===== src/design/battery_voltage_monitor_top_defines.svh =====
// Assertion macros used by the battery voltage monitor top level.
`ifndef BATTERY_VOLTAGE_MONITOR_TOP_DEFINES_SVH
`define BATTERY_VOLTAGE_MONITOR_TOP_DEFINES_SVH

// Same-cycle implication, checked on every rising edge outside reset.
`define BVM_ASSERT_IMP(label, clk, rst_n, ante, cons) \
	label: assert property (@(posedge clk) disable iff (!rst_n) (ante) |-> (cons)) \
		else $error("battery monitor: same-cycle property violated");

// Next-cycle implication, checked on every rising edge outside reset.
`define BVM_ASSERT_NXT(label, clk, rst_n, ante, cons) \
	label: assert property (@(posedge clk) disable iff (!rst_n) (ante) |=> (cons)) \
		else $error("battery monitor: next-cycle property violated");

`endif


===== src/design/bvm_pkg.sv =====
// Shared constants, register indexes and interface types of the battery voltage monitor.
package bvm_pkg;

	// Default values of the top level parameters.
	localparam int FIFO_DEPTH_DEF    = 16;
	localparam int AVERAGE_COUNT_DEF = 6;

	// Field widths.
	localparam int AD_W     = 12;
	localparam int VOLT_W   = 10;
	localparam int PCT_W    = 7;
	localparam int TIMER_W  = 16;
	localparam int THR_W    = 8;
	localparam int HOLD_W   = 8;
	localparam int CFG_IDX_W  = 3;
	localparam int CFG_DATA_W = 12;

	// Conversion constants: volts = (ad - offset) * 755 / 4096 + 330.
	localparam int AD_SPAN_VOLT   = 755;
	localparam int AD_SHIFT       = 12;
	localparam int CAL_VOLT       = 330;
	localparam int DEFAULT_OFFSET = 2048;
	localparam int IDEAL_OFFSET   = (CAL_VOLT * 4096) / AD_SPAN_VOLT;
	localparam int OFFSET_RANGE   = 410;
	localparam int OFFSET_LO      = IDEAL_OFFSET - OFFSET_RANGE;
	localparam int OFFSET_HI      = IDEAL_OFFSET + OFFSET_RANGE;
	localparam int VOLT_MAX       = 1023;
	localparam int PCT_SCALE      = 100;

	// Charge detection hold-off counter values.
	localparam logic [HOLD_W-1:0] HOLD_INIT    = 8'hff;
	localparam logic [HOLD_W-1:0] HOLD_RESTART = 8'd10;
	localparam logic [VOLT_W-1:0] REF_RESET    = 10'd430;

	// Input actions.
	localparam logic [1:0] ACT_PUSH    = 2'd0;
	localparam logic [1:0] ACT_TIMER   = 2'd1;
	localparam logic [1:0] ACT_RESTART = 2'd2;

	// Configuration register indexes.
	localparam logic [CFG_IDX_W-1:0] CFG_AD_OFFSET   = 3'd0;
	localparam logic [CFG_IDX_W-1:0] CFG_CUTOFF      = 3'd1;
	localparam logic [CFG_IDX_W-1:0] CFG_FULL_CHG    = 3'd2;
	localparam logic [CFG_IDX_W-1:0] CFG_FULL_DIS    = 3'd3;
	localparam logic [CFG_IDX_W-1:0] CFG_CHARGED     = 3'd4;
	localparam logic [CFG_IDX_W-1:0] CFG_SLOPE_THR   = 3'd5;
	localparam logic [CFG_IDX_W-1:0] CFG_LOW_ENTER   = 3'd6;
	localparam logic [CFG_IDX_W-1:0] CFG_LOW_LEAVE   = 3'd7;

	// Divider sizes: the quotient must fit DIV_QUO_W bits.
	localparam int DIV_NUM_W = 17;
	localparam int DIV_DEN_W = 10;
	localparam int DIV_QUO_W = 12;

	// Request to the sample FIFO.
	typedef struct packed {
		logic            push;
		logic            pop;
		logic [AD_W-1:0] wdata;
	} fifo_req_t;

	// Request to the percent divider.
	typedef struct packed {
		logic                 start;
		logic [DIV_NUM_W-1:0] num;
		logic [DIV_DEN_W-1:0] den;
	} div_req_t;

endpackage


===== src/design/battery_voltage_monitor_top.sv =====
// Battery voltage monitor top level: sequencer, conversion, charge and capacity logic.
//
// Channel  | Direction | Handshake             | Content
// in       | input     | in_valid / in_ready   | action, sample, timer_value, ac_present
// out      | output    | out_valid / out_ready | volts, percent, charging, low_battery,
//          |           |                       | cut_off, filtered_ad, updated
// cfg      | input     | cfg_valid / cfg_ready | cfg_index, cfg_data (always ready)
//
// One item at a time. An item with no new average passes from acceptance to result
// through the voltage multiply, the scale and the one-bit-per-cycle divider; the divider
// is skipped when the full voltage does not exceed the cut-off and no division is needed.
// A timer item that averages first reads AVERAGE_COUNT samples from memory, then divides
// their sum by a reciprocal multiply. The next item is taken while a result still waits
// in the output register; a stalled output holds the sequencer in its last state. Reset
// clears all control state; the sample memory needs no clearing since only written
// entries are ever read.
`include "battery_voltage_monitor_top_defines.svh"

module battery_voltage_monitor_top import bvm_pkg::*; #(
	parameter int FIFO_DEPTH    = FIFO_DEPTH_DEF,
	parameter int AVERAGE_COUNT = AVERAGE_COUNT_DEF
) (
	input  logic                  clk,
	input  logic                  arst_n,
	// Input item channel.
	input  logic                  in_valid,
	output logic                  in_ready,
	input  logic [1:0]            action,
	input  logic [AD_W-1:0]       sample,
	input  logic [TIMER_W-1:0]    timer_value,
	input  logic                  ac_present,
	// Result channel.
	output logic                  out_valid,
	input  logic                  out_ready,
	output logic [VOLT_W-1:0]     volts,
	output logic [PCT_W-1:0]      percent,
	output logic                  charging,
	output logic                  low_battery,
	output logic                  cut_off,
	output logic [AD_W-1:0]       filtered_ad,
	output logic                  updated,
	// Configuration write channel.
	input  logic                  cfg_valid,
	output logic                  cfg_ready,
	input  logic [CFG_IDX_W-1:0]  cfg_index,
	input  logic [CFG_DATA_W-1:0] cfg_data
);

	localparam int CNT_W = $clog2(FIFO_DEPTH+1);
	localparam int AC_W  = $clog2(AVERAGE_COUNT+1);
	localparam int SUM_W = AD_W + $clog2(AVERAGE_COUNT+1);
	localparam int PROD_W = 24;
	// Reciprocal of the sample count, rounded up, scaled by 2^RECIP_SHIFT.
	localparam int RECIP_SHIFT = 20;
	localparam int AVG_PROD_W  = SUM_W + RECIP_SHIFT + 1;
	localparam logic [RECIP_SHIFT:0] AVG_RECIP =
		(RECIP_SHIFT+1)'(((1 << RECIP_SHIFT) + AVERAGE_COUNT - 1) / AVERAGE_COUNT);

	// Sequencer states.
	localparam logic [2:0] S_IDLE      = 3'd0;
	localparam logic [2:0] S_READ      = 3'd1;
	localparam logic [2:0] S_AVG_WAIT  = 3'd2;
	localparam logic [2:0] S_MUL       = 3'd3;
	localparam logic [2:0] S_SCALE     = 3'd4;
	localparam logic [2:0] S_PCT_START = 3'd5;
	localparam logic [2:0] S_PCT_WAIT  = 3'd6;
	localparam logic [2:0] S_OUT       = 3'd7;

	// Configuration registers.
	logic [AD_W-1:0]   ad_offset_q;
	logic [VOLT_W-1:0] cutoff_volt_q;
	logic [VOLT_W-1:0] full_chg_q;
	logic [VOLT_W-1:0] full_dis_q;
	logic [VOLT_W-1:0] charged_volt_q;
	logic [THR_W-1:0]  slope_thr_q;
	logic [PCT_W-1:0]  low_enter_q;
	logic [PCT_W-1:0]  low_leave_q;

	// Monitor state.
	logic [2:0]         state_q;
	logic [TIMER_W-1:0] last_timer_q;
	logic [AD_W-1:0]    average_q;
	logic [VOLT_W-1:0]  ref_volts_q;
	logic               charge_q;
	logic               low_q;
	logic [HOLD_W-1:0]  holdoff_q;
	logic               ac_q;
	logic               updated_q;
	logic [AC_W-1:0]    issue_cnt_q;
	logic [AC_W-1:0]    acc_cnt_q;
	logic [SUM_W-1:0]   sum_q;
	logic signed [PROD_W-1:0] prod_q;
	logic [VOLT_W-1:0]  volts_q;
	logic [PCT_W-1:0]   pct_q;

	// Output register.
	logic               out_valid_q;
	logic [VOLT_W-1:0]  out_volts_q;
	logic [PCT_W-1:0]   out_pct_q;
	logic               out_charging_q;
	logic               out_low_q;
	logic               out_cut_q;
	logic [AD_W-1:0]    out_ad_q;
	logic               out_updated_q;

	// Unit interfaces.
	fifo_req_t          fifo_req;
	logic [CNT_W-1:0]   fifo_count;
	logic [AD_W-1:0]    fifo_rd_data;
	logic               fifo_rd_valid;
	div_req_t           div_req;
	logic               div_done;
	logic [DIV_QUO_W-1:0] div_quot;

	logic               in_fire;
	logic               out_load;
	logic               last_sample;
	logic [SUM_W-1:0]   sum_total;
	logic [AVG_PROD_W-1:0] avg_prod;

	bvm_sample_fifo #(
		.DEPTH(FIFO_DEPTH)
	) u_fifo (
		.clk     (clk),
		.arst_n  (arst_n),
		.req     (fifo_req),
		.count   (fifo_count),
		.rd_data (fifo_rd_data),
		.rd_valid(fifo_rd_valid)
	);

	bvm_divider u_div (
		.clk   (clk),
		.arst_n(arst_n),
		.req   (div_req),
		.done  (div_done),
		.quot  (div_quot)
	);

	assign in_ready  = (state_q == S_IDLE);
	assign in_fire   = in_valid && in_ready;
	assign cfg_ready = 1'b1;
	assign out_load  = (state_q == S_OUT) && (!out_valid_q || out_ready);

	// Configuration register writes.
	always_ff @(posedge clk or negedge arst_n) begin
		if (!arst_n) begin
			ad_offset_q    <= AD_W'(DEFAULT_OFFSET);
			cutoff_volt_q  <= 10'd355;
			full_chg_q     <= 10'd430;
			full_dis_q     <= 10'd430;
			charged_volt_q <= 10'd420;
			slope_thr_q    <= 8'd1;
			low_enter_q    <= 7'd35;
			low_leave_q    <= 7'd41;
		end else if (cfg_valid && cfg_ready) begin
			case (cfg_index)
				CFG_AD_OFFSET: ad_offset_q    <= cfg_data[AD_W-1:0];
				CFG_CUTOFF:    cutoff_volt_q  <= cfg_data[VOLT_W-1:0];
				CFG_FULL_CHG:  full_chg_q     <= cfg_data[VOLT_W-1:0];
				CFG_FULL_DIS:  full_dis_q     <= cfg_data[VOLT_W-1:0];
				CFG_CHARGED:   charged_volt_q <= cfg_data[VOLT_W-1:0];
				CFG_SLOPE_THR: slope_thr_q    <= cfg_data[THR_W-1:0];
				CFG_LOW_ENTER: low_enter_q    <= cfg_data[PCT_W-1:0];
				CFG_LOW_LEAVE: low_leave_q    <= cfg_data[PCT_W-1:0];
				default: ;
			endcase
		end
	end

	// Sample memory requests: pushes at acceptance, pops while gathering samples.
	always_comb begin
		fifo_req.push  = in_fire && (action == ACT_PUSH) &&
			(fifo_count < CNT_W'(FIFO_DEPTH));
		fifo_req.pop   = (state_q == S_READ) && (issue_cnt_q != AC_W'(AVERAGE_COUNT));
		fifo_req.wdata = sample;
	end

	assign last_sample = (state_q == S_READ) && fifo_rd_valid &&
		(acc_cnt_q == AC_W'(AVERAGE_COUNT-1));
	assign sum_total   = sum_q + SUM_W'(fifo_rd_data);

	// Average of the gathered samples by multiplication with the rounded-up reciprocal.
	// Sums stay below 2^15, so the rounding error is under 1/32 and never moves the floor.
	assign avg_prod = AVG_PROD_W'(sum_q) * AVG_PROD_W'(AVG_RECIP);

	// Calibrated offset, with the default when the stored value is out of range.
	logic [AD_W-1:0]          offset_used;
	logic signed [AD_W:0]     ad_diff;
	always_comb begin
		if (ad_offset_q >= AD_W'(OFFSET_LO) && ad_offset_q <= AD_W'(OFFSET_HI))
			offset_used = ad_offset_q;
		else
			offset_used = AD_W'(DEFAULT_OFFSET);
		ad_diff = $signed({1'b0, average_q}) - $signed({1'b0, offset_used});
	end

	// Scale the product by 1/4096 rounding toward zero, add the calibration point, clamp.
	logic signed [PROD_W-1:0]          prod_biased;
	logic signed [PROD_W-AD_SHIFT-1:0] prod_shift;
	logic signed [PROD_W-AD_SHIFT:0]   volt_raw;
	logic [VOLT_W-1:0]                 volt_sat;
	always_comb begin
		prod_biased = prod_q + (prod_q[PROD_W-1] ?
			PROD_W'((1 << AD_SHIFT) - 1) : PROD_W'(0));
		prod_shift  = prod_biased[PROD_W-1:AD_SHIFT];
		volt_raw    = (PROD_W-AD_SHIFT+1)'(prod_shift) + (PROD_W-AD_SHIFT+1)'(CAL_VOLT);
		if (volt_raw[PROD_W-AD_SHIFT])
			volt_sat = '0;
		else if (volt_raw > (PROD_W-AD_SHIFT+1)'(VOLT_MAX))
			volt_sat = VOLT_W'(VOLT_MAX);
		else
			volt_sat = volt_raw[VOLT_W-1:0];
	end

	// Percent numerator and span from the clamped voltage.
	logic [VOLT_W-1:0]    full_sel;
	logic [VOLT_W-1:0]    volt_clamp;
	logic [VOLT_W-1:0]    pct_span;
	logic [DIV_NUM_W-1:0] pct_num;
	logic                 pct_degen;
	always_comb begin
		full_sel  = ac_q ? full_chg_q : full_dis_q;
		pct_degen = (full_sel <= cutoff_volt_q);
		if (volts_q < cutoff_volt_q)
			volt_clamp = cutoff_volt_q;
		else if (volts_q > full_sel)
			volt_clamp = full_sel;
		else
			volt_clamp = volts_q;
		pct_span = full_sel - cutoff_volt_q;
		pct_num  = DIV_NUM_W'(volt_clamp - cutoff_volt_q) * DIV_NUM_W'(PCT_SCALE);
	end

	// Divider request for the percent quotient.
	always_comb begin
		div_req.start = (state_q == S_PCT_START) && !pct_degen;
		div_req.num   = pct_num;
		div_req.den   = pct_span;
	end

	// Slope of the new voltage against the charge reference.
	logic signed [VOLT_W:0] slope_diff;
	logic signed [VOLT_W:0] slope_thr;
	assign slope_diff = $signed({1'b0, volts_q}) - $signed({1'b0, ref_volts_q});
	assign slope_thr  = $signed((VOLT_W+1)'(slope_thr_q));

	// Low-battery hysteresis from the finished percent.
	logic low_next;
	always_comb begin
		if (pct_q < low_enter_q)
			low_next = 1'b1;
		else if (pct_q >= low_leave_q)
			low_next = 1'b0;
		else
			low_next = low_q;
	end

	// Sequencer and monitor state.
	always_ff @(posedge clk or negedge arst_n) begin
		if (!arst_n) begin
			state_q      <= S_IDLE;
			last_timer_q <= '0;
			average_q    <= '0;
			ref_volts_q  <= REF_RESET;
			charge_q     <= 1'b0;
			low_q        <= 1'b0;
			holdoff_q    <= HOLD_INIT;
			ac_q         <= 1'b0;
			updated_q    <= 1'b0;
			issue_cnt_q  <= '0;
			acc_cnt_q    <= '0;
			sum_q        <= '0;
		end else begin
			case (state_q)
				S_IDLE: begin
					if (in_fire) begin
						ac_q        <= ac_present;
						updated_q   <= 1'b0;
						issue_cnt_q <= '0;
						acc_cnt_q   <= '0;
						sum_q       <= '0;
						if (action == ACT_TIMER && timer_value != last_timer_q) begin
							last_timer_q <= timer_value;
							state_q      <= (fifo_count >= CNT_W'(AVERAGE_COUNT)) ?
								S_READ : S_MUL;
						end else begin
							state_q <= S_MUL;
							if (action == ACT_RESTART && holdoff_q != HOLD_INIT)
								holdoff_q <= HOLD_RESTART;
						end
					end
				end
				S_READ: begin
					if (fifo_req.pop)
						issue_cnt_q <= issue_cnt_q + 1'b1;
					if (fifo_rd_valid) begin
						sum_q     <= sum_total;
						acc_cnt_q <= acc_cnt_q + 1'b1;
					end
					if (last_sample)
						state_q <= S_AVG_WAIT;
				end
				S_AVG_WAIT: begin
					average_q <= avg_prod[RECIP_SHIFT +: AD_W];
					updated_q <= 1'b1;
					state_q   <= S_MUL;
				end
				S_MUL: begin
					state_q <= S_SCALE;
				end
				S_SCALE: begin
					state_q <= S_PCT_START;
				end
				S_PCT_START: begin
					// Charge decision, only for an item that made a new average.
					if (updated_q) begin
						if (holdoff_q == '0 || holdoff_q == HOLD_INIT) begin
							holdoff_q <= '0;
							if (volts_q < charged_volt_q) begin
								charge_q    <= 1'b1;
								ref_volts_q <= volts_q;
							end else if (slope_diff < slope_thr) begin
								charge_q    <= 1'b0;
								ref_volts_q <= volts_q;
							end else if (slope_diff > slope_thr) begin
								charge_q    <= 1'b1;
								ref_volts_q <= volts_q;
							end
						end else begin
							holdoff_q   <= holdoff_q - 1'b1;
							ref_volts_q <= volts_q;
						end
					end
					state_q <= pct_degen ? S_OUT : S_PCT_WAIT;
				end
				S_PCT_WAIT: begin
					if (div_done)
						state_q <= S_OUT;
				end
				S_OUT: begin
					if (out_load) begin
						low_q   <= low_next;
						state_q <= S_IDLE;
					end
				end
				default: state_q <= S_IDLE;
			endcase
		end
	end

	// Conversion datapath registers.
	always_ff @(posedge clk) begin
		if (state_q == S_MUL)
			prod_q <= PROD_W'(ad_diff) * $signed(PROD_W'(AD_SPAN_VOLT));
		if (state_q == S_SCALE)
			volts_q <= volt_sat;
		if (state_q == S_PCT_START && pct_degen)
			pct_q <= (volts_q < cutoff_volt_q) ? PCT_W'(0) : PCT_W'(PCT_SCALE);
		else if (state_q == S_PCT_WAIT && div_done)
			pct_q <= div_quot[PCT_W-1:0];
	end

	// Output register valid: set when a result is loaded, cleared when taken.
	always_ff @(posedge clk or negedge arst_n) begin
		if (!arst_n)
			out_valid_q <= 1'b0;
		else if (out_load)
			out_valid_q <= 1'b1;
		else if (out_ready)
			out_valid_q <= 1'b0;
	end

	// Output register payload.
	always_ff @(posedge clk) begin
		if (out_load) begin
			out_volts_q    <= volts_q;
			out_pct_q      <= pct_q;
			out_charging_q <= charge_q;
			out_low_q      <= low_next;
			out_cut_q      <= (volts_q < cutoff_volt_q);
			out_ad_q       <= average_q;
			out_updated_q  <= updated_q;
		end
	end

	assign out_valid   = out_valid_q;
	assign volts       = out_volts_q;
	assign percent     = out_pct_q;
	assign charging    = out_charging_q;
	assign low_battery = out_low_q;
	assign cut_off     = out_cut_q;
	assign filtered_ad = out_ad_q;
	assign updated     = out_updated_q;

	// Design checks.
	`BVM_ASSERT_IMP(a_fifo_bound, clk, arst_n, 1'b1, fifo_count <= CNT_W'(FIFO_DEPTH))
	`BVM_ASSERT_IMP(a_pop_nonempty, clk, arst_n, fifo_req.pop, fifo_count != '0)
	`BVM_ASSERT_IMP(a_div_expected, clk, arst_n, div_done, state_q == S_PCT_WAIT)
	`BVM_ASSERT_NXT(a_one_item, clk, arst_n, in_fire, !in_ready)
	`BVM_ASSERT_IMP(a_pct_range, clk, arst_n, out_valid_q, out_pct_q <= PCT_W'(PCT_SCALE))

endmodule


===== src/design/bvm_sample_fifo.sv =====
// Circular sample buffer held in a synchronous memory with a registered read.
module bvm_sample_fifo import bvm_pkg::*; #(
	parameter int DEPTH = FIFO_DEPTH_DEF
) (
	input  logic                         clk,
	input  logic                         arst_n,
	input  fifo_req_t                    req,
	output logic [$clog2(DEPTH+1)-1:0]   count,
	output logic [AD_W-1:0]              rd_data,
	output logic                         rd_valid
);

	localparam int PTR_W = $clog2(DEPTH);
	localparam int CNT_W = $clog2(DEPTH+1);

	logic [AD_W-1:0]  mem [DEPTH];
	logic [PTR_W-1:0] head_q;
	logic [PTR_W-1:0] tail_q;
	logic [CNT_W-1:0] count_q;
	logic [AD_W-1:0]  rd_data_q;
	logic             rd_valid_q;

	// Pointer advance with wrap at the buffer depth.
	function automatic logic [PTR_W-1:0] ptr_next(input logic [PTR_W-1:0] p);
		logic [PTR_W-1:0] n;
		if (p == PTR_W'(DEPTH-1))
			n = '0;
		else
			n = p + 1'b1;
		return n;
	endfunction

	// Memory write port at the tail.
	always_ff @(posedge clk) begin
		if (req.push)
			mem[tail_q] <= req.wdata;
	end

	// Memory read port at the head, data registered.
	always_ff @(posedge clk) begin
		if (req.pop)
			rd_data_q <= mem[head_q];
	end

	// Pointers, fill count and read data valid.
	always_ff @(posedge clk or negedge arst_n) begin
		if (!arst_n) begin
			head_q     <= '0;
			tail_q     <= '0;
			count_q    <= '0;
			rd_valid_q <= 1'b0;
		end else begin
			rd_valid_q <= req.pop;
			if (req.push)
				tail_q <= ptr_next(tail_q);
			if (req.pop)
				head_q <= ptr_next(head_q);
			if (req.push && !req.pop)
				count_q <= count_q + 1'b1;
			else if (req.pop && !req.push)
				count_q <= count_q - 1'b1;
		end
	end

	assign count    = count_q;
	assign rd_data  = rd_data_q;
	assign rd_valid = rd_valid_q;

endmodule


===== src/design/bvm_divider.sv =====
// Restoring divider producing one quotient bit per cycle for the capacity percent.
module bvm_divider import bvm_pkg::*; (
	input  logic                 clk,
	input  logic                 arst_n,
	input  div_req_t             req,
	output logic                 done,
	output logic [DIV_QUO_W-1:0] quot
);

	localparam int CNT_W = $clog2(DIV_QUO_W);

	logic [DIV_DEN_W-1:0] rem_q;
	logic [DIV_DEN_W-1:0] den_q;
	logic [DIV_QUO_W-1:0] work_q;
	logic [CNT_W-1:0]     cnt_q;
	logic                 busy_q;
	logic                 done_q;
	logic [DIV_DEN_W:0]   trial;
	logic                 fits;

	// Trial subtraction of the divisor from the shifted partial remainder.
	always_comb begin
		trial = {rem_q, work_q[DIV_QUO_W-1]};
		fits  = trial >= {1'b0, den_q};
	end

	// Datapath: the numerator's low bits shift out as quotient bits shift in.
	always_ff @(posedge clk) begin
		if (req.start) begin
			rem_q  <= DIV_DEN_W'(req.num[DIV_NUM_W-1:DIV_QUO_W]);
			work_q <= req.num[DIV_QUO_W-1:0];
			den_q  <= req.den;
		end else if (busy_q) begin
			if (fits)
				rem_q <= DIV_DEN_W'(trial - {1'b0, den_q});
			else
				rem_q <= trial[DIV_DEN_W-1:0];
			work_q <= {work_q[DIV_QUO_W-2:0], fits};
		end
	end

	// Step counter and completion pulse.
	always_ff @(posedge clk or negedge arst_n) begin
		if (!arst_n) begin
			cnt_q  <= '0;
			busy_q <= 1'b0;
			done_q <= 1'b0;
		end else begin
			done_q <= busy_q && !req.start && (cnt_q == CNT_W'(DIV_QUO_W-1));
			if (req.start) begin
				cnt_q  <= '0;
				busy_q <= 1'b1;
			end else if (busy_q) begin
				if (cnt_q == CNT_W'(DIV_QUO_W-1))
					busy_q <= 1'b0;
				else
					cnt_q <= cnt_q + 1'b1;
			end
		end
	end

	assign done = done_q;
	assign quot = work_q;

endmodule


===== config.mk =====
export PLATFORM = sky130hd
export DESIGN_NAME = battery_voltage_monitor_top
export DESIGN_NICKNAME = d
export VERILOG_FILES = /design/src/design/bvm_pkg.sv /design/src/design/battery_voltage_monitor_top.sv /design/src/design/bvm_sample_fifo.sv /design/src/design/bvm_divider.sv
export VERILOG_INCLUDE_DIRS = /design/src /design/src/design
export SDC_FILE = /design/constraint.sdc
export NUM_CORES = 1
export LEC_CHECK = 0
export BUFFER_PORTS_ARGS = -buffer_cell sky130_fd_sc_hd__buf_2
export CAP_MARGIN = 5
export CORE_ASPECT_RATIO = 0.5
export CORE_UTILIZATION = 58
export CTS_CLUSTER_DIAMETER = 200
export DETAILED_ROUTE_END_ITERATION = 8
export GPL_TIMING_DRIVEN = 0
export PLACE_DENSITY_LB_ADDON = 0.05
export RECOVER_POWER = 50
export SLEW_MARGIN = 10
export SYNTH_ARGS = -nofsm -noshare
export SYNTH_HDL_FRONTEND = slang
export SYNTH_SLANG_ARGS = --single-unit

===== constraint.sdc =====
create_clock -name clk -period 9.8 [get_ports clk]
set_input_delay 2.94 -clock clk [delete_from_list [all_inputs] [get_ports clk]]
set_output_delay 2.94 -clock clk [all_outputs]
set_load 0.01 [all_outputs]

# Word level (Yosys, flattened, before mapping)
# Memory sizes are Yosys's and may differ from the RTL's. A register that Yosys moved wholly into a read port is not among the register bits.
# Cells that the tools add are included.
# W data, S select, Z words.
# word_totals
inputBits	51
ff_bits	275
output_inout_bits	36
memories	1
mem_bits_ro	0
latch_bits	0
mem_bits_rw	192
# mem_list
memory	words	word_bits	read_ports	rd_clocked_by_memory_dff	write_ports	line_no	rtl
u_fifo.mem	16	12	1	1	1	bvm_sample_fifo.sv:16	logic [AD_W-1:0] mem [DEPTH];
# op_classes
n_lt_le_gt_ge	14
reduce_logical	55
mux	61
n_bitwise	0
div_mod_pow	0
eq_ne	35
n_addsub	16
multipliers	3
shift	0
# op_table
cell	n
$mux W10	9
$mux W12	4
$mux W8	5
$mul A15 B18 Y32 const B	1
$mux W15	2
$pmux W15 S2	1
$eq A3 B3 Y1 const B	9
$add A24 B13 Y24	1
$mul A13 B11 Y24 const B	1
$pmux W3 S8	1
$reduce_and A2 Y1	12
$sub A10 B10 Y11	2
$mux W3	7
$mux W7	3
$lt A10 B10 Y1	2
$mux W4	5
$mux W5	4
$sub A10 B10 Y10	2
$logic_and A1 B1 Y1	17
$mul A17 B5 Y15 const B	1
$ne A16 B16 Y1	1
$pmux W8 S2	1
$add A15 B12 Y15	1
$mux W1	14
other kinds (43)	78

# Depth between registers and ports, before layout
# Gate-level depths: netlist (run 1).
# logic_depth
ltp_word	8
ltp_mapped	36
depth_no_buf	35

# Cells and area by module
# From an unflattened synthesis (run 1), not the netlist that was laid out.
# hier_totals
hier_cells	2634
hier_area_um2	31331.3
# modules_own_cells
module	n_inst	seq_area_each_um2	area_per_inst_um2	cells_each
battery_voltage_monitor_top	1	6004.5	20592.2	2019
bvm_sample_fifo	1	6476.2	8505.7	407
bvm_divider	1	1061.0	2233.4	208

# Worst setup path before layout (run 1)
# No wires, ideal clock.
# synth_timing
path_kind	register to register
startpoint	register ad_offset_q[2]
endpoint	register prod_q[22] (data pin)
path_stages_with_launch	33
arrival_time_ns	7.187
setup_ns	0.258
n_path_buf	1
path_slack_ns	2.355
synth_period_minus_slack_ns	7.445
path_cell_list	dfrtp_1 > o311a_1 > o21ai_0 > inv_1 > o21ai_0 > nand2_1 > and2_1 > ha_1 > inv_1 > fa_1 > a21o_1 > a21oi_2 > o21ai_2 > xor2_1 > inv_1 > xnor2_1 > ha_1 > ha_1 > fa_1 > fa_1 > inv_1 > fa_1 > inv_1 > ha_1 > clkbuf_1 > nand3_1 > or2_2 > o21a_1 > o21ai_0 > o41ai_2 > o2111ai_1 > a21oi_1 > xnor2_1
# synth_via
elab_chain_cells	5
elab_cells_between_ends	6
cone_classes	1 x add/sub; 1 x mul; 2 x order compare; 1 x mux; 1 x reduce/logical
# synth_rtl
item	line_no	rtl
start: declaration	battery_voltage_monitor_top.sv:70	logic [AD_W-1:0] ad_offset_q;
start signal: assignment	battery_voltage_monitor_top.sv:148	ad_offset_q <= AD_W'(DEFAULT_OFFSET);
start signal: assignment	battery_voltage_monitor_top.sv:158	CFG_AD_OFFSET: ad_offset_q <= cfg_data[AD_W-1:0];
$ge A12 B11 Y1 / $le A12 B12 Y1 (equally long branches)	battery_voltage_monitor_top.sv:191	if (ad_offset_q >= AD_W'(OFFSET_LO) && ad_offset_q <= AD_W'(OFFSET_HI))
$logic_and A1 B1 Y1	battery_voltage_monitor_top.sv:191	
$mux W12 (*)	battery_voltage_monitor_top.sv:191	
$sub A12 B12 Y13 (*)	battery_voltage_monitor_top.sv:195	ad_diff = $signed({1'b0, average_q}) - $signed({1'b0, offset_used});
$mul A13 B11 Y24 (*)	battery_voltage_monitor_top.sv:355	prod_q <= PROD_W'(ad_diff) * $signed(PROD_W'(AD_SPAN_VOLT));
end signal: assignment	battery_voltage_monitor_top.sv:355	
end: declaration	battery_voltage_monitor_top.sv:92	logic signed [PROD_W-1:0] prod_q;
# Mark *: on every way between the ends. The rest lies on a longest branch, timed or not.
# A chain may end at the register's enable or synchronous reset.

# Final worst setup path (run 1)
# Same ends and word-level chain as after synthesis.

==> out/results.ini, run 1 <==
[synth]
synth_seq_cells=479
synth_edf_count=303
synth-main-ff-cell=edfxtp_1
synth_seq_area_share_pct=43.8
synth.avg_cell_area_um2=11.7
synth.distinct_cells=83
synth_cells=2630
synth_area_mm2=0.0309
yosysWarnings=0
synthesis.nets=3158
async_flop_share_pct=35.3

[timing]
worst_pin_slew_ns=3.99
fin_skew_ns=0.0182
fmaxAchievable_ghz=0.113
slew_headroom_pct=-166
period_needed_ns=8.87
slew_viol_final=196
rsz0062_at_grt=no
period_share_pct=90.5
hold_viol_final=0
setup_violations=0
fin_tns_setup_ns=0

[route]
drt-pass1-iter-count=7
wire_per_inst_um=18.6
vias=19448
drc=8
ant_nets=0
via_per_inst=5.56
drtIter0Drc=1120
finalWirelength_um=65200

[setup_path]
cp_max_fo=9
cp.required_ns=10.16
critPathArrivalTime_ns=9.22
cp.depth=31
crit_path_end=prod_q[22]
path_class=reg -> reg
cpPeakStageDelay_ns=0.75
crit_path_start_kind=flop
cp_num_buf_inv=4
r2r_cells=31
crit_path_start=ad_offset_q[2]
timing.rr.start=ad_offset_q[2]
crit_family=adder cells
path_common_cell=o21ai_0
r2r_slack_ns=0.93
cpMaxStageDelayCell=xnor2_1
r2r_end=prod_q[22]
crit_path_end_kind=flop

[clocking]
cts.hold.buffers_added=0
root_buffer=clkbuf_16
post_cts_buffers=0
clock_latency_ns=0.57
cts_buffers=44
clock-sinks=479
cts_tree=built
cts.path.max_buffers=3
cts.reportedPaths.clkPinSlew_ns=0.06
cts_resized=0
h-tree-depth=2

[placement]
gp_congestion=0.860
dp_cells=3416
place_area_mm2=0.0323
portBuffers=81
post-dp-hpwl_um=48600

[layout]
layout_common_cells=346 x inv_1, 340 x ha_1, 303 x edfxtp_1
final_common_cell=inv_1
fin_area_mm2=0.0337
final_nets=3289
syn2layout_area_growth_pct=9.04
regArea_mm2=0.0135
fill_cells=4129
fin_cells=3496
diodes=0
final_layout_size_suffix_gt1_share_pct=12.3
multi_input_area_mm2=0.0158

[grt]
grt_pass1_vias=19710
antenna_found_initial=0
grt_pass1_wl_um=105000
gr-total-overflow=0
grt_max_degree=95
grt.total_usage_pct=24.9

[run]
max_cap_violations=4

[floorplan]
die_h_um=165
die_w_um=328
rows=59
initial_core_util_pct=59.1
dieArea_mm2=0.0543
ios=87
fp.coreArea_mm2=0.0523

[run_status]
outcome=finished with violations
violations=DRC, capacitance limit, slew limit

[hold_path]
whs_path_depth=0
min_path_type=reg -> reg

-- final cells by class --
type / instances / share of cell area (%)
plain buffers: 62 / 0.728
multi-input cells: 1743 / 47.0
clock buffers: 50 / 3.46
well taps: 701 / 2.60
inverters: 346 / 3.85
clock inverters: 30 / 0.977
repair buffers: 85 / 1.21
flip-flops and latches: 479 / 40.1
-- cell families after synthesis --
| kind of cell | after synthesis | synth area share [%] |
|---|---|---|
| AND/OR/NAND/NOR | 486 | 7.48 |
| flip-flops | 479 | 43.8 |
| adder cells (fa/ha/maj) | 477 | 22.6 |
| AO/OA/AOI/OAI | 434 | 9.05 |
| buffers and inverters | 408 | 5.00 |
| multiplexers | 209 | 8.18 |
| XOR/XNOR | 136 | 3.88 |
| other | 1 | 0.0121 |
-- stage by stage --
| step | setup slack [ns] | util (%) | hold slack [ns] |
|---|---|---|---|
| 3_5_place_dp | 0.986 | 61.8 | 0.463 |
| 4_1_cts | 0.913 | 64.6 | 0.476 |
| 2_1_floorplan | 2.36 | - | 0.426 |
| 3_3_place_gp | 1.15 | 61.6 | 0.459 |
| 5_1_grt | 0.121 | 64.5 | 0.486 |
| 6_report | 0.934 | 64.5 | 0.468 |
-- worst min-delay path by stage --
| stage | start | endpoint | slack, ns |
|---|---|---|---|
| floorplan | charge_q | charging | 0.43 |
| global placement | charge_q | charging | 0.46 |
| detailed placement | charge_q | charging | 0.46 |
| CTS | charge_q | charging | 0.48 |
| global route | charge_q | charging | 0.49 |
| finish | charge_q | charging | 0.47 |
-- state kept, by name, summed over array words and instances, names as in the netlist, 15 cells and up --
register,cells
u_fifo.mem,192
sum_q,15
prod_q,24
last_timer_q,16
-- worst register-to-register path: cells and delay by family, from the launching register on --
family / cells / cell delay (ns)
adders and majority gates: 7 / 2.75
AOI/OAI and AO/OA: 11 / 2.49
DFF: 1 / 0.41
and+or+nand+nor: 6 / 1.22
buffers and inverters: 4 / 0.40
xor gates and xnor gates: 3 / 1.40
-- cells in the mapped netlist, types with 43 or more instances --
| cell type | number | area share (%) |
|---|---|---|
| dfrtp_1 | 126 | 10 |
| mux2i_1 | 77 | 2.5 |
| a21oi_1 | 95 | 1.5 |
| fa_1 | 137 | 8.9 |
| dfstp_2 | 43 | 3.7 |
| nor2_1 | 108 | 1.3 |
| o21ai_0 | 138 | 2.2 |
| mux2_2 | 108 | 3.9 |
| xnor2_1 | 72 | 2.0 |
| a21o_1 | 48 | 1.2 |
| nand2_1 | 182 | 2.2 |
| xor2_1 | 63 | 1.8 |
| clkbuf_1 | 47 | 0.57 |
| edfxtp_1 | 303 | 29 |
| ha_1 | 340 | 14 |
| inv_1 | 346 | 4.2 |
-- per-layer routing --
layer | routed length [µm] | share of wire (%) | track usage, %
met5 | 0 | 0 | 0
met4 | 1380 | 2.1 | 6.36
met3 | 2520 | 3.9 | 3.80
met2 | 31600 | 48 | 42.7
met1 | 29700 | 46 | 33.4
Power of run 1 is not shown: default switching activity piles up to over one toggle a cycle in this logic, so the estimate is an artifact.
==> inputs of run 2 (changes only) <==
--- a/config.mk
+++ b/config.mk
@@ -9,6 +9,7 @@
 export BUFFER_PORTS_ARGS = -buffer_cell sky130_fd_sc_hd__buf_2
 export CAP_MARGIN = 5
 export CORE_ASPECT_RATIO = 0.5
+export CORE_MARGIN = 2
 export CORE_UTILIZATION = 58
 export CTS_CLUSTER_DIAMETER = 200
 export DETAILED_ROUTE_END_ITERATION = 8
==> constraint.sdc (replaced) <==
create_clock -name clk -period 10.5 [get_ports clk]
set_input_delay 3.15 -clock clk [delete_from_list [all_inputs] [get_ports clk]]
set_output_delay 3.15 -clock clk [all_outputs]
set_load 0.01 [all_outputs]
==> run 2 against run 1 <==
  * The run ends with capacitance limit, slew limit left
  * Hold slack gained 0.0064 ns
  * Setup slack gained 0.75 ns
  * Core utilization grew 0.079 points
  * Sequential cell count stayed put
  * Critical path depth is 1 higher
  * Largest cell class unchanged
  * Sequential share of layout area is essentially flat
  * Final area is 0.12% higher
  * Register-to-register slack gained 0.75 ns
  * Global-route usage shrank 0.53 points
  * Non-clock buffer count is the same
  * Routed wire length hardly changed
  * Cell count increased by 0.17%
  * Critical endpoint is now prod_q[23]
==> out/results.ini, run 2 (synthesis gave the netlist of run 1 again) <==
[run_status]
outcome=finished with violations
violations=capacitance limit, slew limit

[setup_path]
cp.required_ns=10.87  ; +0.71 ns
crit_path_start_kind=flop
cpPeakStageDelay_ns=0.69  ; -0.06 ns
cp_max_fo=8  ; -1
path_class=reg -> reg
cpMaxStageDelayCell=xor2_1
crit_path_end_kind=flop
critPathArrivalTime_ns=9.19  ; -0.03 ns
r2r_slack_ns=1.68  ; +0.75 ns

[grt]
grt_pass1_wl_um=106000  ; +0.76%
grt.total_usage_pct=24.4  ; -0.53 points
antenna_found_initial=0  ; unchanged
gr-total-overflow=0  ; unchanged
grt_max_degree=86  ; -9.5%
grt_pass1_vias=20033  ; +1.6%

[layout]
final_nets=3291  ; +0.061%
regArea_mm2=0.0135  ; unchanged
fill_cells=4084  ; -1.1%
largest_reg_flops=192  ; unchanged
top_regs=u_fifo.mem (192), prod_q (24), last_timer_q (16)
fin_cells=3502  ; +0.17%
diodes=0  ; unchanged
multi_input_area_mm2=0.0158  ; unchanged
layout_common_cells=346 x inv_1, 340 x ha_1, 303 x edfxtp_1
regMostFlops=u_fifo.mem
final_layout_size_suffix_gt1_share_pct=12.5  ; +0.19 points
final_common_cell=inv_1
syn2layout_area_growth_pct=9.17

[timing]
slew_headroom_pct=-228  ; -62 points
slew_viol_final=196  ; unchanged
period_needed_ns=8.82  ; -0.0483 ns
fin_tns_setup_ns=0  ; unchanged
period_share_pct=84.0  ; -6.5 points
setup_violations=0  ; unchanged
fin_skew_ns=0.0144  ; -0.00379 ns
worst_pin_slew_ns=4.92  ; +0.936 ns
rsz0062_at_grt=no
hold_viol_final=0  ; unchanged
fmaxAchievable_ghz=0.113  ; +0.55%

[clocking]
root_buffer=clkbuf_16
cts.hold.buffers_added=0  ; unchanged
cts_buffers=46  ; +4.5%
cts.reportedPaths.clkPinSlew_ns=0.06  ; about the same
clock_latency_ns=0.57  ; about the same
cts_tree=built
h-tree-depth=2  ; unchanged
post_cts_buffers=0  ; unchanged
clock-sinks=479  ; unchanged
cts.path.max_buffers=3  ; unchanged
cts_resized=0  ; unchanged

[floorplan]
fp.coreArea_mm2=0.0523  ; unchanged
dieArea_mm2=0.0553  ; +1.8%
initial_core_util_pct=59.1  ; unchanged
ios=87  ; unchanged
rows=59  ; unchanged
die_h_um=167  ; +1.2%
die_w_um=330  ; +0.61%

[route]
drc=0  ; -8
vias=19607  ; +0.82%
finalWirelength_um=65200  ; about the same
ant_nets=0  ; unchanged
via_per_inst=5.60  ; +0.64%
drtIter0Drc=1162  ; +3.8%
wire_per_inst_um=18.6  ; -0.19%
drt-pass1-iter-count=5  ; -2

[placement]
gp_congestion=0.865  ; +0.55%
portBuffers=81  ; unchanged
dp_cells=3416  ; unchanged
post-dp-hpwl_um=48400  ; -0.30%

[hold_path]
min_path_type=reg -> reg

[run]
max_cap_violations=3  ; -1

-- run 2: layout make-up --
type                    instances  area share, %
inverters                     346           3.85
clock inverters                18          0.408
well taps                     701           2.60
clock buffers                  68           4.15
plain buffers                  62          0.727
repair buffers                 85           1.21
multi-input cells            1743           47.0
flip-flops and latches        479           40.1
-- run 2: worst paths after layout --
| path | startpoint | to | depth (start not counted) |
|---|---|---|---|
| min in group asynchronous | arst_n | u_fifo.head_q[0] | 1 |
| hold / removal | u_div.rem_q[9] | u_div.rem_q[9] | 2 |
| setup / recovery | ad_offset_q[2] | prod_q[23] | 32 |
| max in group asynchronous | arst_n | full_chg_q[0] | 2 |
| setup reg to reg | ad_offset_q[2] | prod_q[23] | 32 |
| hold reg to reg | u_div.rem_q[9] | u_div.rem_q[9] | 2 |
-- run 2: routing by layer --
| layer | share of wire (%) | GRT usage (%) |
|---|---|---|
| met1 | 45 | 33.3 |
| met2 | 48 | 41.2 |
| met3 | 4.3 | 3.60 |
| met4 | 2.3 | 6.02 |
| met5 | 0 | 0 |
-- run 2: stage by stage --
stage                     util (%)  hold slack, ns  cell area [µm²]  setup slack [ns]
after global routing          64.5           0.490            33700             0.916
after detailed placement      61.8           0.468            32300              1.84
after floorplan                  -           0.426            30900              3.06
final                         64.5           0.475            33700              1.68
after global placement        61.6           0.467            32200              1.82
after CTS                     64.7           0.477            33800              1.78
-- run 2: worst max-delay path, delay by kind of cell, from the launching register on --
kind	cells	cell delay, ns
compound gates	12	2.86
xor+xnor	2	0.94
fa+ha+maj	7	2.99
buf+inv	5	0.54
flops	1	0.41
simple gates	6	0.87
Power of run 2 is left out for the same reason.
==> inputs of run 3 (changes only) <==
==> constraint.sdc (replaced) <==
create_clock -name clk -period 9 [get_ports clk]
set_input_delay 2.7 -clock clk [delete_from_list [all_inputs] [get_ports clk]]
set_output_delay 2.7 -clock clk [all_outputs]
set_load 0.01 [all_outputs]
==> run 3 against run 2 <==
  * The run still ends with capacitance limit, slew limit left
  * Global-route usage did not move
  * Register-to-register slack got worse by 1.1 ns
  * Critical path depth fell by 1
  * Critical path type unchanged
  * Via count about the same
==> out/results.ini, run 3 (synthesis gave the netlist of run 1 again) <==
[clocking]
cts.reportedPaths.clkPinSlew_ns=0.07  ; about the same
cts_tree=built
root_buffer=clkbuf_16
cts.path.max_buffers=3  ; unchanged
clock-sinks=479  ; unchanged
cts_buffers=46  ; unchanged
clock_latency_ns=0.57  ; about the same
h-tree-depth=2  ; unchanged

[layout]
layout_common_cells=346 x inv_1, 340 x ha_1, 303 x edfxtp_1
syn2layout_area_growth_pct=9.45
regMostFlops=u_fifo.mem
final_nets=3293  ; +0.061%
top_regs=u_fifo.mem (192), prod_q (24), last_timer_q (16)
fill_cells=4072  ; -0.29%
final_common_cell=inv_1
diodes=0  ; unchanged
final_layout_size_suffix_gt1_share_pct=12.8  ; +0.24 points
largest_reg_flops=192  ; unchanged

[grt]
grt_pass1_wl_um=106000  ; unchanged
grt_pass1_vias=20033  ; unchanged
grt_max_degree=86  ; unchanged
grt.total_usage_pct=24.4  ; unchanged
gr-total-overflow=0  ; unchanged
antenna_found_initial=0  ; unchanged

[route]
dr_wl_met2_um=31200  ; -0.34%
ant_nets=0  ; unchanged
wire_per_inst_um=18.6  ; about the same
finalWirelength_um=65300  ; +0.15%
wl_met3_um=2690  ; -3.9%
via_per_inst=5.59  ; about the same
wl_met1_um=29700  ; +0.68%
top_layer_used=met4
vias=19603  ; -0.020%
drc=0  ; unchanged
drt-pass1-iter-count=5  ; unchanged
drtIter0Drc=1117  ; -3.9%

[timing]
period_needed_ns=8.44  ; -0.378 ns
rsz0062_at_grt=no
worst_pin_slew_ns=5.11  ; +0.185 ns
fin_tns_setup_ns=0  ; unchanged
hold_viol_final=0  ; unchanged
period_share_pct=93.8  ; +9.8 points
fmaxAchievable_ghz=0.118  ; +4.5%
slew_headroom_pct=-240  ; -12 points
slew_viol_final=110  ; -44%
fin_skew_ns=0.0152  ; +0.000751 ns
setup_violations=0  ; unchanged

[setup_path]
crit_path_end_kind=flop
cp.required_ns=9.38  ; -1.49 ns
cp_max_fo=8  ; unchanged
cpMaxStageDelayCell=fa_1
path_class=reg -> reg
cpPeakStageDelay_ns=0.54  ; -0.15 ns
critPathArrivalTime_ns=8.82  ; -0.37 ns
crit_path_start_kind=flop
path_common_cell=o21ai_0

[floorplan]
die_w_um=330  ; unchanged
initial_core_util_pct=59.1  ; unchanged
fp.coreArea_mm2=0.0523  ; unchanged
die_h_um=167  ; unchanged
ios=87  ; unchanged
dieArea_mm2=0.0553  ; unchanged
rows=59  ; unchanged

[run]
max_cap_violations=2  ; -1

[run_status]
outcome=finished with violations
violations=capacitance limit, slew limit

[placement]
gp_congestion=0.865  ; unchanged
post-dp-hpwl_um=48400  ; unchanged
portBuffers=81  ; unchanged

[hold_path]
min_path_type=reg -> reg

[run 3: final timing paths]
| check | from | endpoint | slack [ns] | depth (start not counted) |
|---|---|---|---|---|
| min in group asynchronous | arst_n | u_fifo.head_q[0] | 3.96 | 1 |
| max in group asynchronous | arst_n | u_div.cnt_q[0] | 2.13 | 1 |
| worst min register to register | u_div.rem_q[9] | u_div.rem_q[9] | 0.47 | 2 |
| worst min-delay path | u_div.rem_q[9] | u_div.rem_q[9] | 0.47 | 2 |
| worst max-delay path | ad_offset_q[2] | prod_q[22] | 0.56 | 31 |
| worst max register to register | ad_offset_q[2] | prod_q[22] | 0.56 | 31 |
[run 3: critical path: cells and delay by family (launching register included)]
family	cells	cell delay, ns
XOR/XNOR	2	0.77
AND/OR/NAND/NOR	5	0.99
AO/OA/AOI/OAI	12	2.69
flip-flops	1	0.41
adder cells (fa/ha/maj)	7	2.74
buffers and inverters	5	0.63
[run 3: cell type report]
class | count | area, µm² | area share, %
Buffer | 62 | 245 | 0.725
Clock buffer | 68 | 1400 | 4.14
Clock inverter | 18 | 138 | 0.407
Inverter | 346 | 1300 | 3.84
Multi-Input combinational cell | 1743 | 15900 | 47.0
Sequential cell | 479 | 13500 | 40.0
Tap cell | 701 | 877 | 2.59
Timing Repair Buffer | 87 | 445 | 1.32
[run 3: timing repair]
action                                  CTS  global route
setup buffers                             0             2
hold buffers                              0             0
gates resized for setup                   0             6
endpoints found under the setup margin    0             4
[run 3: through the flow]
| step | setup WS [ns] | hold WS [ns] | util (%) | cell area, µm² | cells |
|---|---|---|---|---|---|
| floorplan | 1.56 | 0.426 | - | 30900 | 2630 |
| global placement | 0.320 | 0.467 | 61.6 | 32200 | 3412 |
| detailed placement | 0.339 | 0.468 | 61.8 | 32300 | 3416 |
| global route | 0.00333 | 0.490 | 64.7 | 33800 | 3504 |
| CTS | 0.276 | 0.477 | 64.7 | 33800 | 3502 |
| finish | 0.560 | 0.475 | 64.7 | 33800 | 3504 |
[run 3: routing by layer]
layer,track usage [%],up-vias
met5,0,-
met4,6.02,0
met3,3.60,105
met2,41.2,348
met1,33.3,9658
li1,-,9492
Power of run 3 is left out for the same reason.
